<file path="src/hdl/hsv2rgb_pkg.sv">
// ----------------------------------------------------------------------------
// hsv2rgb_pkg
// Shared constants and types for the HSV to RGB converter.
// ----------------------------------------------------------------------------
`default_nettype none

package hsv2rgb_pkg;

  localparam int unsigned HueW   = 9;
  localparam int unsigned PctW   = 7;
  localparam int unsigned ChanW  = 8;
  localparam int unsigned ProdW  = 14;  // v*s, up to 10000
  localparam int unsigned CompW  = 20;  // component at scale 1/600000
  localparam int unsigned ScaledW = 28; // 255*n + half scale
  localparam int unsigned RecipW = 29;
  localparam int unsigned ShiftBits = 48;
  localparam int unsigned QuotW  = ScaledW + RecipW;

  localparam logic [PctW-1:0]  PctMax   = 7'd100;
  localparam logic [HueW-1:0]  HueLimit = 9'd360;

  localparam logic [63:0] Scale    = 64'd600000;
  localparam logic [63:0] RecipFull = ((64'd1 << ShiftBits) + Scale - 64'd1) / Scale;
  localparam logic [RecipW-1:0] Recip = RecipFull[RecipW-1:0];
  localparam logic [ScaledW-1:0] HalfScale = ScaledW'(Scale / 64'd2);
  localparam logic [ScaledW-1:0] ChanMax = 28'd255;

  typedef enum logic [2:0] {
    SecRedYel  = 3'd0,
    SecYelGrn  = 3'd1,
    SecGrnCyan = 3'd2,
    SecCyanBlu = 3'd3,
    SecBluMag  = 3'd4,
    SecMagRed  = 3'd5
  } sector_e;

endpackage

`default_nettype wire

</file>
<file path="src/hdl/hsv_to_rgb_converter.sv">
// ----------------------------------------------------------------------------
// hsv_to_rgb_converter
// Converts hue (degrees), saturation and value (percent) to 8-bit RGB.
// ----------------------------------------------------------------------------
// Fully pipelined: one request per clock, busy_o is always low and the result
// appears with done_o after the request has passed all four stages, which
// are: clamp and sector decode with v*s; chroma, secondary and offset
// products; offset add and 255 scaling; reciprocal multiply for the division.
// The receiver cannot stall the pipeline. Hue of 360 or more returns black.
// ----------------------------------------------------------------------------
`default_nettype none

module hsv_to_rgb_converter (
  input  wire logic                          clk_i,
  input  wire logic                          rst_ni,
  input  wire logic                          start_i,
  output logic                               busy_o,
  input  wire logic [hsv2rgb_pkg::HueW-1:0]  hue_deg_i,
  input  wire logic [hsv2rgb_pkg::PctW-1:0]  sat_pct_i,
  input  wire logic [hsv2rgb_pkg::PctW-1:0]  val_pct_i,
  output logic                               done_o,
  output logic      [hsv2rgb_pkg::ChanW-1:0] red_o,
  output logic      [hsv2rgb_pkg::ChanW-1:0] green_o,
  output logic      [hsv2rgb_pkg::ChanW-1:0] blue_o
);
  import hsv2rgb_pkg::*;

  // stage 1
  logic [PctW-1:0]  sat_c, val_c;
  logic [HueW-1:0]  hue_base, hue_rem;
  logic [5:0]       frac;
  sector_e          sec;
  logic [ProdW-1:0] vs_d, vs_q, vm_d, vm_q;
  logic [5:0]       frac_q;
  sector_e          sec1_q;
  logic             blank1_q;

  // stage 2
  logic [CompW-1:0] chroma_q, second_q, ofs_q;
  sector_e          sec2_q;
  logic             blank2_q;
  logic [CompW-1:0] comp_r, comp_g, comp_b, ofs;

  logic [3:0] vld_q;
  logic       req;

  assign busy_o = 1'b0;
  assign req    = start_i & ~busy_o;

  assign sat_c = (sat_pct_i > PctMax) ? PctMax : sat_pct_i;
  assign val_c = (val_pct_i > PctMax) ? PctMax : val_pct_i;

  always_comb begin
    if (hue_deg_i < 9'd60) begin
      sec = SecRedYel;
    end else if (hue_deg_i < 9'd120) begin
      sec = SecYelGrn;
    end else if (hue_deg_i < 9'd180) begin
      sec = SecGrnCyan;
    end else if (hue_deg_i < 9'd240) begin
      sec = SecCyanBlu;
    end else if (hue_deg_i < 9'd300) begin
      sec = SecBluMag;
    end else begin
      sec = SecMagRed;
    end
  end

  always_comb begin
    case (sec)
      SecRedYel, SecYelGrn:  hue_base = 9'd0;
      SecGrnCyan, SecCyanBlu: hue_base = 9'd120;
      default:               hue_base = 9'd240;
    endcase
  end

  assign hue_rem = hue_deg_i - hue_base;
  assign frac    = (hue_rem >= 9'd60) ? 6'(9'd120 - hue_rem) : hue_rem[5:0];
  assign vs_d    = ProdW'(val_c) * ProdW'(sat_c);
  assign vm_d    = ProdW'(val_c) * ProdW'(PctMax - sat_c);

  always_ff @(posedge clk_i) begin
    vs_q     <= vs_d;
    vm_q     <= vm_d;
    frac_q   <= frac;
    sec1_q   <= sec;
    blank1_q <= (hue_deg_i >= HueLimit);
    chroma_q <= CompW'(vs_q) * CompW'(60);
    second_q <= CompW'(vs_q) * CompW'(frac_q);
    ofs_q    <= CompW'(vm_q) * CompW'(60);
    sec2_q   <= sec1_q;
    blank2_q <= blank1_q;
  end

  always_comb begin
    comp_r = '0;
    comp_g = '0;
    comp_b = '0;
    case (sec2_q)
      SecRedYel: begin
        comp_r = chroma_q;
        comp_g = second_q;
      end
      SecYelGrn: begin
        comp_r = second_q;
        comp_g = chroma_q;
      end
      SecGrnCyan: begin
        comp_g = chroma_q;
        comp_b = second_q;
      end
      SecCyanBlu: begin
        comp_g = second_q;
        comp_b = chroma_q;
      end
      SecBluMag: begin
        comp_r = second_q;
        comp_b = chroma_q;
      end
      default: begin
        comp_r = chroma_q;
        comp_b = second_q;
      end
    endcase
    ofs = ofs_q;
    if (blank2_q) begin
      comp_r = '0;
      comp_g = '0;
      comp_b = '0;
      ofs    = '0;
    end
  end

  hsv2rgb_chan u_chan_r (
    .clk_i  (clk_i),
    .comp_i (comp_r),
    .ofs_i  (ofs),
    .chan_o (red_o)
  );

  hsv2rgb_chan u_chan_g (
    .clk_i  (clk_i),
    .comp_i (comp_g),
    .ofs_i  (ofs),
    .chan_o (green_o)
  );

  hsv2rgb_chan u_chan_b (
    .clk_i  (clk_i),
    .comp_i (comp_b),
    .ofs_i  (ofs),
    .chan_o (blue_o)
  );

  always_ff @(posedge clk_i or negedge rst_ni) begin
    if (!rst_ni) begin
      vld_q <= '0;
    end else begin
      vld_q <= {vld_q[2:0], req};
    end
  end

  assign done_o = vld_q[3];

endmodule

`default_nettype wire

</file>
<file path="src/hdl/hsv2rgb_chan.sv">
// ----------------------------------------------------------------------------
// hsv2rgb_chan
// One output channel: adds the offset, scales by 255 with rounding and
// divides by the fixed-point scale through a reciprocal multiply.
// Two register stages.
// ----------------------------------------------------------------------------
`default_nettype none

module hsv2rgb_chan (
  input  wire logic                          clk_i,
  input  wire logic [hsv2rgb_pkg::CompW-1:0] comp_i,
  input  wire logic [hsv2rgb_pkg::CompW-1:0] ofs_i,
  output logic      [hsv2rgb_pkg::ChanW-1:0] chan_o
);
  import hsv2rgb_pkg::*;

  logic [CompW-1:0]   sum;
  logic [ScaledW-1:0] scaled_d, scaled_q;
  logic [QuotW-1:0]   prod_d, prod_q;

  assign sum      = comp_i + ofs_i;
  assign scaled_d = ScaledW'(sum) * ChanMax + HalfScale;
  assign prod_d   = QuotW'(scaled_q) * QuotW'(Recip);

  always_ff @(posedge clk_i) begin
    scaled_q <= scaled_d;
    prod_q   <= prod_d;
  end

  assign chan_o = prod_q[ShiftBits +: ChanW];

endmodule

`default_nettype wire

</file>
<file path="config.mk">
export PLATFORM = sky130hd
export DESIGN_NAME = hsv_to_rgb_converter
export DESIGN_NICKNAME = d
export VERILOG_FILES = /design/src/hdl/hsv2rgb_pkg.sv /design/src/hdl/hsv_to_rgb_converter.sv /design/src/hdl/hsv2rgb_chan.sv
export SDC_FILE = /design/constraint.sdc
export NUM_CORES = 2
export LEC_CHECK = 0
export BUFFER_PORTS_ARGS = -buffer_cell sky130_fd_sc_hd__buf_4
export CAP_MARGIN = 30
export CORE_MARGIN = 5
export CORE_UTILIZATION = 49
export DETAILED_ROUTE_END_ITERATION = 10
export PLACE_DENSITY = 0.74
export SYNTH_ARGS = -nofsm -noshare
export SYNTH_HDL_FRONTEND = slang
export SYNTH_SLANG_ARGS = --single-unit
</file>
<file path="constraint.sdc">
create_clock -name clk_i -period 18.95 [get_ports clk_i]
set_input_delay 1.895 -clock clk_i [delete_from_list [all_inputs] [get_ports clk_i]]
set_output_delay 1.895 -clock clk_i [all_outputs]
set_load 0.02 [all_outputs]
</file>
==> impl_metrics.toml <==
[hold_path]
hold_end = "vld_q[1]"
hp-class = "register to register"
whs_path_depth = 0
min_from = "vld_q[0]"

[clock_tree]
post-cts-setup-buffer-count = 0
cts-root-buf = "clkbuf_16"
cts_buffers = 26
clk_path_buf_depth = 3
worstSkewPairLatency_ns = 0.61
holdBufCountCts = 0
cts_num_sinks = 208
path_clk_slew_ns = 0.06
cts_tree = "yes"
cts_max_level = 1
ctsResizeCount = 0

[setup_path]
crit_top_cell = "fa_1"
cp-start-kind = "register"
cpMaxStageDelayCell = "dfxtp_2"
crit_fanout = 59
crit_required_ns = 19.46
r2r_cells = 28
reg2reg_to = "u_chan_r.scaled_q[27]"
end_kind = "register"
crit_type = "register to register"
critical_path_arrival_ns = 8.92
r2r_start = "blank2_q"
cpLargestDelayFamily = "adder cells"
max_stage_delay_ns = 1.01
path_buf_inv = 3
r2r_setup_slack_ns = 10.55

[yosys]
synthArstFlopShare_pct = 1.92
synth-seq-cells = 208
netlist_top_cells_count = "inv_1, fa_1, ha_1"
synthTopCellsByArea = "fa_1, ha_1, inv_1"
synth-seq-area-share_pct = 6.61
synth.avg_cell_area_um2 = 9.85
syn-instance-count = 6426
yosys.area.top_type = "fa_1"
synth-edff-count = 0
syn_area_um2 = 63300
synthDistinctLibCells = 74
synth_flop_cell = "dfxtp_1"
ys_warn_count = 0
synth_top_area_share_pct = 43.7
synth_most_common_cell = "inv_1"

[floorplanning]
die_h_um = 369
start_util_pct = 49.4
io_pins = 52
core_area_um2 = 128000
placementRows = 131
die_area_um2 = 136000
die_w_um = 369

[outcome]
status = "complete, no violations"

[finish]
regArea_um2 = 4190
drive_above_1_share_pct = 2.17
syn_to_final_growth_pct = 5.38
nNetsFinal = 8971
n_antenna_cell = 0
multiInputGateArea_um2 = 51200
nFillCells = 11400
utilization_pct = 52.1

[sta]
finClkSkew_ns = 0.0276
rsz0062_at_grt = "false"
min_period_ns = 8.41
max_slew_margin_pct = 31.3
worst_pin_slew_ns = 1.03
slew_violations = 0
final.period_utilization_pct = 44.4
finalSetupTns_ns = 0
max_freq_mhz = 119
setup_viol = 0
finalWorstSetupSlack_ns = 10.55
hold_viol_final = 0
hold_ws_ns = 0.355

[global_routing]
antenna_found_initial = 1
grt_pass1_vias = 47400
grt_max_degree = 60
grt_overflow_total = 0
grt_pass1_wl_um = 240000
track_usage_pct = 21.7

[drt]
drc = 0
drtAntennaViolNets = 0
drt_wl_total_um = 141000
first_iter_violations = 2300
vias = 41800
via_per_inst = 5.09
routedWlPerCell_um = 17.2
detail_route.first_pass.iterations = 5

[placed_design]
dp.final_hpwl_um = 129000
pre_cts_ws_ns = 10.71
finalWeightedCongestion = 0.995
port_buffers = 50

[flow_run]
cap_violations = 0
-- per-layer routing --
layer	vias to the layer above	part of all wire (%)	global-route usage (%)
li1	19500	-	-
met1	21100	43	28.7
met5	-	0.0092	0
met4	2	3.3	6.31
met2	984	49	37.9
met3	240	4.9	2.41
-- cell type report --
class                   instances  share of cell area (%)
multi-input cells            4115                    76.8
flip-flops and latches        208                    6.28
well taps                    1729                    3.24
inverters                    2069                    11.6
repair buffers                 57                   0.638
clock buffers                  33                    1.09
clock inverters                15                   0.332
-- cell usage in the layout, fill, tap and decap left out, types with 56 or more instances in the layout --
| master | synthesis | routed |
|---|---|---|
| xor2_1 | 66 | 66 |
| fa_1 | 1380 | 1380 |
| nor2_1 | 195 | 195 |
| a21oi_1 | 189 | 189 |
| a21o_1 | 80 | 80 |
| xnor2_1 | 181 | 181 |
| inv_1 | 2069 | 2069 |
| buf_4 | 1 | 56 |
| nand3_1 | 59 | 59 |
| dfxtp_1 | 204 | 203 |
| ha_1 | 1088 | 1088 |
| nand2_1 | 243 | 243 |
| o21ai_0 | 91 | 91 |
-- stage by stage --
stage | cells | cell area (um2)
2_1_floorplan | 6432 | 63300
3_3_place_gp | 8175 | 65700
3_5_place_dp | 8178 | 65700
4_1_cts | 8226 | 66700
5_1_grt | 8226 | 66700
6_report | 8226 | 66700
-- cell families after synthesis --
logic type	after synthesis	synth area share, %
other cells	2	0.0119
compound gates	627	6.55
buf+inv	2109	12.5
fa+ha+maj	2469	65.2
xor+xnor	247	3.42
simple gates	760	5.64
mux	4	0.0672
flops	208	6.61
-- state kept, by name (all words and copies together) (netlist names) --
| signal | flops |
|---|---|
| u_chan_g.prod_q | 8 |
| u_chan_b.scaled_q | 28 |
| vs_q | 13 |
| blank1_q | 1 |
| frac_q | 6 |
| u_chan_b.prod_q | 8 |
| ofs_q | 18 |
| u_chan_g.scaled_q | 28 |
| blank2_q | 1 |
| sec2_q | 3 |
| vld_q | 4 |
| chroma_q | 17 |
| vm_q | 14 |
| sec1_q | 3 |
| second_q | 20 |
| u_chan_r.prod_q | 8 |
| u_chan_r.scaled_q | 28 |
-- how the worst max path moves through the flow --
stage,start,to,slack (ns),depth (start not counted)
6_report,blank2_q,u_chan_r.scaled_q[27],10.55,28
5_1_grt,sec2_q[2],u_chan_r.scaled_q[27],10.04,32
4_1_cts,blank2_q,u_chan_r.scaled_q[27],10.64,28
3_5_place_dp,blank2_q,u_chan_r.scaled_q[27],10.71,28
3_3_place_gp,sec2_q[2],u_chan_r.scaled_q[27],10.73,31
2_1_floorplan,sec2_q[0],u_chan_b.scaled_q[27],11.12,31
Power is left out: the tool's default activity adds up to more than one toggle a clock period on the data nets, which glitch-free logic cannot reach.
